**src/rtl/key_press_classifier_top_macros.svh**
```systemverilog
// assertion macros for the key press classifier top level
// every macro samples on clk and is disabled while rst_n is low
`ifndef KEY_PRESS_CLASSIFIER_TOP_MACROS_SVH
`define KEY_PRESS_CLASSIFIER_TOP_MACROS_SVH

// same-cycle implication
`define KPC_ASSERT_SAME(lbl, ante, cons, msg) \
  lbl: assert property (@(posedge clk) disable iff (!rst_n) (ante) |-> (cons)) else $error(msg);

// next-cycle implication
`define KPC_ASSERT_NEXT(lbl, ante, cons, msg) \
  lbl: assert property (@(posedge clk) disable iff (!rst_n) (ante) |=> (cons)) else $error(msg);

`endif

```
**src/rtl/kpc_pkg.sv**
```systemverilog
// shared types and constants for the key press classifier
// no dependencies
`default_nettype none

package kpc_pkg;

  // width of the fixed key level and event mask fields
  localparam int KEY_BITS = 8;
  localparam int DB_W     = 8;
  localparam int LP_W     = 16;
  localparam int CFG_W    = 16;
  localparam int CFG_IDX_W = 2;

  // configuration register indexes
  localparam logic [CFG_IDX_W-1:0] CFG_DEBOUNCE   = 2'd0;
  localparam logic [CFG_IDX_W-1:0] CFG_LONG_PRESS = 2'd1;
  localparam logic [CFG_IDX_W-1:0] CFG_KEY_ENABLE = 2'd2;

  // register reset values
  localparam logic [DB_W-1:0]     DEBOUNCE_RST   = 8'd2;
  localparam logic [LP_W-1:0]     LONG_PRESS_RST = 16'd200;
  localparam logic [KEY_BITS-1:0] KEY_ENABLE_RST = 8'hFF;

  // events one key raises on one tick
  typedef struct packed {
    logic press;
    logic long_press;
    logic short_release;
    logic long_release;
  } kpc_events_t;

endpackage

`default_nettype wire

```
**src/rtl/kpc_lane.sv**
```systemverilog
// one key's debounce and long-press state machine with its hold counter
// depends on kpc_pkg
`default_nettype none

module kpc_lane
  import kpc_pkg::*;
#(
  parameter int COUNT_BITS = 16
) (
  input  wire logic              clk,
  input  wire logic              rst_n,
  input  wire logic              step,
  input  wire logic              enable,
  input  wire logic              down,
  input  wire logic [DB_W-1:0]   debounce_ticks,
  input  wire logic [LP_W-1:0]   long_press_ticks,
  output kpc_events_t            events
);

  localparam int CMP_W = (COUNT_BITS > LP_W) ? COUNT_BITS : LP_W;

  localparam logic [1:0] PH_IDLE     = 2'd0;
  localparam logic [1:0] PH_DEBOUNCE = 2'd1;
  localparam logic [1:0] PH_HELD     = 2'd2;
  localparam logic [1:0] PH_RELEASED = 2'd3;

  logic [1:0]            phase_r, phase_nxt;
  logic [COUNT_BITS-1:0] count_r, count_nxt;
  logic                  sat;
  logic [COUNT_BITS-1:0] count_inc;
  logic [CMP_W-1:0]      inc_ext, cur_ext, db_ext, lp_ext;

  // saturating increment
  assign sat       = (count_r == {COUNT_BITS{1'b1}});
  assign count_inc = sat ? count_r : count_r + 1'b1;

  // common compare width
  assign inc_ext = CMP_W'(count_inc);
  assign cur_ext = CMP_W'(count_r);
  assign db_ext  = CMP_W'(debounce_ticks);
  assign lp_ext  = CMP_W'(long_press_ticks);

  // next phase, count and events for this tick
  always_comb begin
    phase_nxt = phase_r;
    count_nxt = count_r;
    events    = '0;
    if (!enable) begin
      phase_nxt = PH_IDLE;
      count_nxt = '0;
    end else begin
      unique case (phase_r)
        PH_IDLE: begin
          if (down) begin
            phase_nxt = PH_DEBOUNCE;
            count_nxt = '0;
          end
        end
        PH_DEBOUNCE: begin
          count_nxt = count_inc;
          if (inc_ext >= db_ext) begin
            if (down) begin
              events.press = 1'b1;
              phase_nxt    = PH_HELD;
            end else begin
              phase_nxt = PH_IDLE;
            end
          end
        end
        PH_HELD: begin
          count_nxt = count_inc;
          if (!sat && (inc_ext == lp_ext)) begin
            events.long_press = 1'b1;
          end
          if (!down) begin
            phase_nxt = PH_RELEASED;
          end
        end
        PH_RELEASED: begin
          if (cur_ext >= lp_ext) begin
            events.long_release = 1'b1;
          end else begin
            events.short_release = 1'b1;
          end
          phase_nxt = PH_IDLE;
        end
      endcase
    end
  end

  // state advances once per accepted transaction
  always_ff @(posedge clk) begin
    if (!rst_n) begin
      phase_r <= PH_IDLE;
      count_r <= '0;
    end else if (step) begin
      phase_r <= phase_nxt;
      count_r <= count_nxt;
    end
  end

endmodule

`default_nettype wire

```
**src/rtl/kpc_merge.sv**
```systemverilog
// gathers per-key events into the result masks and holds the output register
// depends on kpc_pkg
`default_nettype none

module kpc_merge
  import kpc_pkg::*;
#(
  parameter int NUM_KEYS = 8
) (
  input  wire logic                        clk,
  input  wire logic                        rst_n,
  input  wire logic                        step,
  input  wire kpc_events_t [NUM_KEYS-1:0]  lane_ev,
  input  wire logic                        out_stall,
  output logic                             out_valid,
  output logic [KEY_BITS-1:0]              out_press_mask,
  output logic [KEY_BITS-1:0]              out_long_press_mask,
  output logic [KEY_BITS-1:0]              out_short_release_mask,
  output logic [KEY_BITS-1:0]              out_long_release_mask
);

  logic [KEY_BITS-1:0] press_v, long_v, srel_v, lrel_v;
  logic                valid_r;
  logic [KEY_BITS-1:0] press_r, long_r, srel_r, lrel_r;

  // map lanes onto mask bits; keys without a lane read as zero
  for (genvar k = 0; k < KEY_BITS; k++) begin : g_bit
    if (k < NUM_KEYS) begin : g_lane
      assign press_v[k] = lane_ev[k].press;
      assign long_v[k]  = lane_ev[k].long_press;
      assign srel_v[k]  = lane_ev[k].short_release;
      assign lrel_v[k]  = lane_ev[k].long_release;
    end else begin : g_none
      assign press_v[k] = 1'b0;
      assign long_v[k]  = 1'b0;
      assign srel_v[k]  = 1'b0;
      assign lrel_v[k]  = 1'b0;
    end
  end

  // output valid flag
  always_ff @(posedge clk) begin
    if (!rst_n) begin
      valid_r <= 1'b0;
    end else if (step) begin
      valid_r <= 1'b1;
    end else if (!out_stall) begin
      valid_r <= 1'b0;
    end
  end

  // result payload
  always_ff @(posedge clk) begin
    if (step) begin
      press_r <= press_v;
      long_r  <= long_v;
      srel_r  <= srel_v;
      lrel_r  <= lrel_v;
    end
  end

  assign out_valid              = valid_r;
  assign out_press_mask         = press_r;
  assign out_long_press_mask    = long_r;
  assign out_short_release_mask = srel_r;
  assign out_long_release_mask  = lrel_r;

endmodule

`default_nettype wire

```
**src/rtl/key_press_classifier_top.sv**
```systemverilog
// key press classifier: debounce and long-press events for up to eight keys
// result: the event masks of a tick transaction are registered and appear in the cycle after it is accepted
// throughput: one tick per cycle while the output is not stalled; every key lane updates in parallel in that cycle
// reset: synchronous active-low rst_n puts every key idle with a zero count and
// restores debounce 2, long press 200 and all keys enabled; no clearing pass
`default_nettype none

`include "key_press_classifier_top_macros.svh"

module key_press_classifier_top
  import kpc_pkg::*;
#(
  parameter int NUM_KEYS   = 8,
  parameter int COUNT_BITS = 16
) (
  input  wire logic                 clk,
  input  wire logic                 rst_n,
  // configuration
  input  wire logic                 cfg_we,
  input  wire logic [CFG_IDX_W-1:0] cfg_index,
  input  wire logic [CFG_W-1:0]     cfg_wdata,
  // tick input
  input  wire logic                 in_valid,
  output logic                      in_stall,
  input  wire logic [KEY_BITS-1:0]  in_key_levels,
  // events
  output logic                      out_valid,
  input  wire logic                 out_stall,
  output logic [KEY_BITS-1:0]       out_press_mask,
  output logic [KEY_BITS-1:0]       out_long_press_mask,
  output logic [KEY_BITS-1:0]       out_short_release_mask,
  output logic [KEY_BITS-1:0]       out_long_release_mask
);

  logic [DB_W-1:0]     debounce_r;
  logic [LP_W-1:0]     long_press_r;
  logic [KEY_BITS-1:0] key_enable_r;
  logic                step;
  kpc_events_t [NUM_KEYS-1:0] lane_ev;
  logic [KEY_BITS-1:0] press_rel_clash, rel_kind_clash, press_kind_clash;

  // configuration registers
  always_ff @(posedge clk) begin
    if (!rst_n) begin
      debounce_r   <= DEBOUNCE_RST;
      long_press_r <= LONG_PRESS_RST;
      key_enable_r <= KEY_ENABLE_RST;
    end else if (cfg_we) begin
      unique case (cfg_index)
        CFG_DEBOUNCE:   debounce_r   <= cfg_wdata[DB_W-1:0];
        CFG_LONG_PRESS: long_press_r <= cfg_wdata[LP_W-1:0];
        CFG_KEY_ENABLE: key_enable_r <= cfg_wdata[KEY_BITS-1:0];
        default: ;
      endcase
    end
  end

  // accept a tick whenever the output register is free or draining
  assign in_stall = out_valid && out_stall;
  assign step     = in_valid && !in_stall;

  // key lanes; lanes beyond the level field stay idle
  for (genvar k = 0; k < NUM_KEYS; k++) begin : g_key
    if (k < KEY_BITS) begin : g_wired
      kpc_lane #(.COUNT_BITS(COUNT_BITS)) u_lane (
        .clk              (clk),
        .rst_n            (rst_n),
        .step             (step),
        .enable           (key_enable_r[k]),
        .down             (in_key_levels[k]),
        .debounce_ticks   (debounce_r),
        .long_press_ticks (long_press_r),
        .events           (lane_ev[k])
      );
    end else begin : g_unwired
      kpc_lane #(.COUNT_BITS(COUNT_BITS)) u_lane (
        .clk              (clk),
        .rst_n            (rst_n),
        .step             (step),
        .enable           (1'b0),
        .down             (1'b0),
        .debounce_ticks   (debounce_r),
        .long_press_ticks (long_press_r),
        .events           (lane_ev[k])
      );
    end
  end

  // merge lane events into the result register
  kpc_merge #(.NUM_KEYS(NUM_KEYS)) u_merge (
    .clk                    (clk),
    .rst_n                  (rst_n),
    .step                   (step),
    .lane_ev                (lane_ev),
    .out_stall              (out_stall),
    .out_valid              (out_valid),
    .out_press_mask         (out_press_mask),
    .out_long_press_mask    (out_long_press_mask),
    .out_short_release_mask (out_short_release_mask),
    .out_long_release_mask  (out_long_release_mask)
  );

  // keys that raise events of exclusive kinds on one tick
  assign press_rel_clash  = (out_press_mask | out_long_press_mask) &
                            (out_short_release_mask | out_long_release_mask);
  assign rel_kind_clash   = out_short_release_mask & out_long_release_mask;
  assign press_kind_clash = out_press_mask & out_long_press_mask;

  // checks
  `KPC_ASSERT_NEXT(a_accept_gives_result, step, out_valid, "accepted tick left no result")
  `KPC_ASSERT_SAME(a_press_release_excl, out_valid, (press_rel_clash == 8'h00), "press and release")
  `KPC_ASSERT_SAME(a_release_kind_excl, out_valid, (rel_kind_clash == 8'h00), "both release kinds")
  `KPC_ASSERT_SAME(a_press_long_excl, out_valid, (press_kind_clash == 8'h00), "press and long press")

endmodule

`default_nettype wire

```
**config.mk**
```make
export PLATFORM = sky130hd
export DESIGN_NAME = key_press_classifier_top
export DESIGN_NICKNAME = d
export VERILOG_FILES = /design/src/rtl/kpc_pkg.sv /design/src/rtl/kpc_lane.sv /design/src/rtl/kpc_merge.sv /design/src/rtl/key_press_classifier_top.sv
export VERILOG_INCLUDE_DIRS = /design/src /design/src/rtl
export SDC_FILE = /design/constraint.sdc
export NUM_CORES = 1
export LEC_CHECK = 0
export BUFFER_PORTS_ARGS = -buffer_cell sky130_fd_sc_hd__buf_2
export CAP_MARGIN = 10
export CORE_ASPECT_RATIO = 0.7
export CORE_UTILIZATION = 54
export CTS_CLUSTER_DIAMETER = 60
export CTS_CLUSTER_SIZE = 10
export DETAILED_ROUTE_END_ITERATION = 10
export HOLD_SLACK_MARGIN = 0.15
export PLACE_DENSITY = 0.81
export SKIP_LAST_GASP = 1
export SLEW_MARGIN = 20
export SYNTH_ARGS = -nofsm -noshare
export SYNTH_HDL_FRONTEND = slang
export SYNTH_SLANG_ARGS = --single-unit
```
**constraint.sdc**
```tcl
create_clock -name clk -period 3.9 [get_ports clk]
set_clock_uncertainty 0.1 [all_clocks]
set_input_delay 0.78 -clock clk [delete_from_list [all_inputs] [get_ports clk]]
set_output_delay 0.78 -clock clk [all_outputs]
set_load 0.01 [all_outputs]
```
======== Word level (Yosys, flattened, before mapping) ========
Index checks and enable logic that the tools add are counted.
operators by class
  $add $sub $neg .......................... 8
  $lt $le $gt $ge ......................... 16
  eq/ne operators ......................... 75
  muxes and demuxes ....................... 114
  reduce and logical (&&, ||, !) cells .... 79
operator list
  kind                   count
  $mux 16                24
  $pmux 16 s2            8
  $add 16x1->16 const B  8
  $eq 16x16->1           8
  $eq 16x16->1 const B   8
  $ge 16x16->1           8
  $ge 16x8->1            8
  $mux 2                 40
  $pmux 2 s4             8
  $ne 3x2->1 const B     16
  $ne 3x3->1 const B     16
  $reduce_and 3->1       16
  $reduce_and 2->1       19
  $eq 2x2->1 const B     17
  $mux 1                 34
  $reduce_and 4->1       8
  $eq 2x1->1 const B     9
  $logic_not 2->1        9
  $reduce_or 2->1        8
  $logic_and 1x1->1      10
  $logic_not 1->1        9
  $ne 2x1->1 const B     1
word-level totals
  register bits after elaboration ......... 209
  bits of input ports ..................... 31
  output and inout port bits .............. 34
  logic and storage cells ................. 344

======== Logic depth before layout (Yosys ltp) ========
  depth in word-level cells ............... 6
  gate-level depth with buffers ........... 16
  gate-level depth less buffers ........... 15

======== Hierarchy ========
A second synthesis with hierarchy kept.
unflattened totals
  cells, all modules ...................... 2561
  area total of the unflattened synthesis .. 20784.9 um^2
modules (own cells, without submodules)
  module                                   instances  cells an instance  area each (um^2)  seq. area each (um^2)
  kpc_lane at g_key[1].g_wired.u_lane ...  6          287                2252.2            360.3
  kpc_lane at g_key[0].g_wired.u_lane      1          338                2496.1            360.3
  kpc_lane at g_key[3].g_wired.u_lane      1          327                2441.1            360.3
  key_press_classifier_top                 1          139                1342.5            640.6
  kpc_merge                                1          35                 992.2             980.9

======== Worst setup path after synthesis ========
No wires, ideal clock.
  path kind ............................... register to register
  start ................................... reg g_key[7].g_wired.u_lane.count_r[0]
  end ..................................... reg g_key[7].g_wired.u_lane.phase_r[0]
  setup time .............................. 0.128 ns
  data arrival time ....................... 3.379 ns
  required time ........................... 3.672 ns
  slack ................................... 0.293 ns
  cell stages (with the launch flop) ...... 14
  path buffers ............................ 0
  period minus slack after synthesis ...... 3.607 ns
  cells stage by stage .................... dfxtp_1 -> ha_1 -> nand4_1 -> nor4_2 -> xnor2_1 -> ha_1 -> nand2b_1 -> a21o_1 -> a211o_1 -> a2111oi_0 -> and4_1 -> a211o_1 -> mux2i_1 -> nor2_1
on the way
  cells in the longest elaborated chain, start to end .. 5
  elaborated cells between the ends (all ways) .. 6
  classes of those cells .................. 1 x add/sub; 1 x order compare; 2 x eq/ne; 1 x mux; 1 x reduce/logical
ends and longest elaborated chain
  item                                                  RTL line                        text
  start: declaration                                    kpc_lane.sv:28                  logic [COUNT_BITS-1:0] count_r, count_nxt;
  start signal: assignment                              kpc_lane.sv:98                  count_r <= count_nxt;
  $add 16x1->16 / $eq 16x16->1 (equally long branches)  kpc_lane.sv:35, kpc_lane.sv:34
  $mux 16 (*)                                           kpc_lane.sv:35                  assign count_inc = sat ? count_r : count_r + 1'b1;
  $ge 16x8->1 (*)                                       kpc_lane.sv:61                  if (inc_ext >= db_ext) begin
  $ne 3x2->1 (no line) (*)                              --
  $reduce_and 4->1 (no line) (*)                        --
  end signal: assignment                                kpc_lane.sv:97                  phase_r <= phase_nxt;
  end: declaration                                      kpc_lane.sv:27                  logic [1:0] phase_r, phase_nxt;
Every way passes the cells marked *; elsewhere a longest branch is shown, timed or not.
A chain may end at the register's enable or synchronous reset.

======== Final worst setup path ========
  start ................................... reg g_key[7].g_wired.u_lane.count_r[0]
  end ..................................... reg g_key[7].g_wired.u_lane.phase_r[1]
The elaborated chain is that of the path after synthesis.

==> reports/metrics.yaml <==
grt_max_degree: 66
first_pass_iters: 6
m1WireLength_um: 27200
wl_met2_um: 25800
synth_common_cells: "234 x nor2_1, 232 x ha_1, 212 x nand2_1, 177 x dfxtp_1, 162 x a21oi_1"
setup_slack_ns: 0.150
io_pins: 65
dp_slack_ns: 0.0361
path_cells: "ha_1 -> nand4_1 -> nor4_4 -> buf_4 -> nor3_1 -> xor2_1 -> ha_1 -> nand2_1 -> o21ai_0 -> a2111oi_2 -> buf_4 -> and4_1 -> a211o_1 -> buf_4 -> o41ai_1"
power_density_nw_per_um2: 262
startpoint_type: "flip-flop"
die_w_um: 222
max_stage_delay_ns: 0.46
cts_tree: "built"
syn-num-nets: 2550
synth_top_area_share_pct: 19.4
synth_area_leaders: "dfxtp_1 19%, ha_1 16%, xnor2_1 7.3%"
grt-ovfl-total: 0
io_buffers: 64
n_antenna_cell: 0
die_y_um: 156
rsz0062_at_grt: "true"
yosysMostFrequentCell: "nor2_1"
ff2ff_setup_slack_ns: 0.15
p_total_mw: 5.33
initial_utilization_pct: 55.7
synth-seq-cells: 209
routedWlPerCell_um: 22.5
cp_max_fo: 6
layout-drive-gt1-share_pct: 12.2
finalMaxSlewViolations: 0
antenna_found_initial: 0
h-tree-depth: 1
rows: 55
die-area_um2: 34600
yosysTopAreaCell: "dfxtp_1"
n_fill_cell: 2873
synthFlopType: "dfxtp_1"
worstReg2RegEnd: "g_key[7].g_wired.u_lane.phase_r[1]$_SDFFE_PN0P_"
vias_per_cell: 6.57
critPathKind: "flip-flop to flip-flop"
root_buffer: "clkbuf_16"
topRoutingLayerUsed: "met5"
areaGrowthSynthToFinish_pct: 11.5
peakVddDrop_mv: 0.287
ys_types: 82
cp.required_ns: 4.25
grt_pass1_vias: 17336
leakagePower_nw: 8.73
synthesis.instances: 2287
holdPathEnd: "u_merge.out_valid$_SDFFE_PN0P_"
core-area_um2: 32800
postCtsHoldBufs: 0
cts_buffer_depth: 3
hold_depth: 2
end_kind: "flip-flop"
grt_usage_pct: 36.0
clock_latency_ns: 0.56
postSynthAreaPerCell_um2: 7.98
hp-start: "in_valid"
vias: 18592
tightestPinTransition_ns: 1.00
hold_viol: 0
min_path_type: "input port to flip-flop"
finalNetCount: 2649
crit_top_cell: "buf_4"
cts_sinks: 209
maxSlewHeadroom_pct: 32.9
finalCritPeriodShare_pct: 96.2
period_minus_slack_ns: 3.75
ys_seq_area_share_pct: 24.7
setup_viol: 0
max_cap_viol_count: 0
reg2reg_depth: 15
cp.arrival_ns: 4.10
gp_congestion: 1.03
route.detailed.drc: 0
synth_area_um2: 18300
fmax_mhz: 267
synth_warnings: 0
synth_edf_count: 32
outcome: "finished, final reports clean"
drt-initial-drc-count: 2349
slowest_stage: "nor4_4"
grt_pass1_wl_um: 97700
clk_pin_slew_ns: 0.06
timing.hold.ws_ns: 0.354
cts_inserted_buffers: 25
r2r_start: "g_key[7].g_wired.u_lane.count_r[0]$_SDFFE_PN0P_"
wl_met3_um: 7460
wl_um: 63700
hpwl_um: 45800
drtAntennaViolNets: 0
async_flop_share_pct: 0
## how the worst max path moves through the flow
stage                                                               start                                         endpoint  slack (ns)  cells after the start
after global placement    g_key[6].g_wired.u_lane.count_r[1]$_SDFFE_PN0P_  g_key[6].g_wired.u_lane.phase_r[1]$_SDFFE_PN0P_        0.14                     14
final                     g_key[7].g_wired.u_lane.count_r[0]$_SDFFE_PN0P_  g_key[7].g_wired.u_lane.phase_r[1]$_SDFFE_PN0P_        0.15                     15
after CTS                 g_key[6].g_wired.u_lane.count_r[1]$_SDFFE_PN0P_  g_key[6].g_wired.u_lane.phase_r[1]$_SDFFE_PN0P_        0.03                     14
after global routing      g_key[5].g_wired.u_lane.count_r[1]$_SDFFE_PN0P_  g_key[5].g_wired.u_lane.phase_r[0]$_SDFFE_PN0P_       -0.04                     15
after floorplan           g_key[7].g_wired.u_lane.count_r[0]$_SDFFE_PN0P_  g_key[7].g_wired.u_lane.phase_r[0]$_SDFFE_PN0P_        0.29                     13
after detailed placement  g_key[7].g_wired.u_lane.count_r[0]$_SDFFE_PN0P_  g_key[7].g_wired.u_lane.phase_r[1]$_SDFFE_PN0P_        0.04                     16
## state kept, by name, summed over array words and instances (netlist names)
register and flops:
g_key.g_wired.u_lane.count_r 128, debounce_r 8, u_merge.out_short_release_mask 8, long_press_r 16
u_merge.out_long_release_mask 8, u_merge.out_long_press_mask 8, u_merge.out_press_mask 8, key_enable_r 8
u_merge.out_valid 1, g_key.g_wired.u_lane.phase_r 16
## cell families (layout without fill, tap and decap cells)
| logic type | count (synthesis) | after routing | synth area share [%] |
|---|---|---|---|
| simple gates | 904 | 904 | 25.5 |
| compound gates | 531 | 531 | 18.8 |
| fa+ha+maj | 232 | 232 | 15.9 |
| flops | 209 | 209 | 24.7 |
| xor+xnor | 195 | 195 | 9.35 |
| buf+inv | 189 | 304 | 4.21 |
| mux | 27 | 27 | 1.58 |
## timing repair
item | 4_1_cts | 5_1_grt
buffers inserted | 0 | 3
resized for setup | 2 | 15
setup endpoints to repair | 1 | 12
pin swaps | 0 | 6
## cells in the final DEF (no fill, tap or decap), types with 59 or more instances in the layout
| cell | synthesis | layout |
|---|---|---|
| nor2_1 | 234 | 233 |
| ha_1 | 232 | 230 |
| nand2_1 | 212 | 212 |
| dfxtp_1 | 177 | 175 |
| a21oi_1 | 162 | 162 |
| xnor2_1 | 152 | 151 |
| buf_4 | 2 | 118 |
| nand3_1 | 101 | 101 |
| o21ai_0 | 98 | 97 |
| nand4_1 | 68 | 68 |
| inv_1 | 67 | 67 |
| buf_2 | 30 | 64 |
| a21o_1 | 59 | 59 |
## stage by stage
| stage | cells | TNS (ns) | util, % | area, um2 |
|---|---|---|---|---|
| after floorplan | 2287 | 0 | - | 18300 |
| after detailed placement | 2783 | 0 | 59.7 | 19500 |
| final | 2829 | 0 | 62.1 | 20400 |
| after global routing | 2829 | -0.0697 | 62.1 | 20400 |
| after CTS | 2826 | 0 | 61.9 | 20300 |
| after global placement | 2783 | 0 | 59.7 | 19500 |
## final cells by class
type / instances / area (um2) / share of cell area [%]
clock buffer: 42 / 719 / 3.53
inverter: 77 / 292 / 1.43
clock inverter: 1 / 5.00 / 0.0246
tap: 427 / 534 / 2.62
sequential: 209 / 4510 / 22.1
multi-input combinational: 1889 / 13100 / 64.1
timing repair buffer: 184 / 1250 / 6.12
## critical path: cells and delay by family, from the launching register on
| kind | cells | cell delay (ns) |
|---|---|---|
| flops | 1 | 0.34 |
| compound gates | 4 | 0.96 |
| buf+inv | 3 | 0.51 |
| simple gates | 5 | 1.04 |
| fa+ha+maj | 2 | 0.54 |
| xor+xnor | 1 | 0.17 |
## power by group
part | internal (mW) | leakage, nW | switching, mW
Clock | 1.24 | 0.350 | 0.974
Combinational | 0.280 | 6.62 | 0.550
Sequential | 2.23 | 1.76 | 0.0532
## per-layer routing
layer | global-route usage, % | vias up
li1 | - | 8567
met1 | 49.4 | 8774
met2 | 53.3 | 1042
met3 | 8.55 | 207
met4 | 16.0 | 2
met5 | 0.842 | -
No activity file was read; power rests on OpenSTA's default activity.
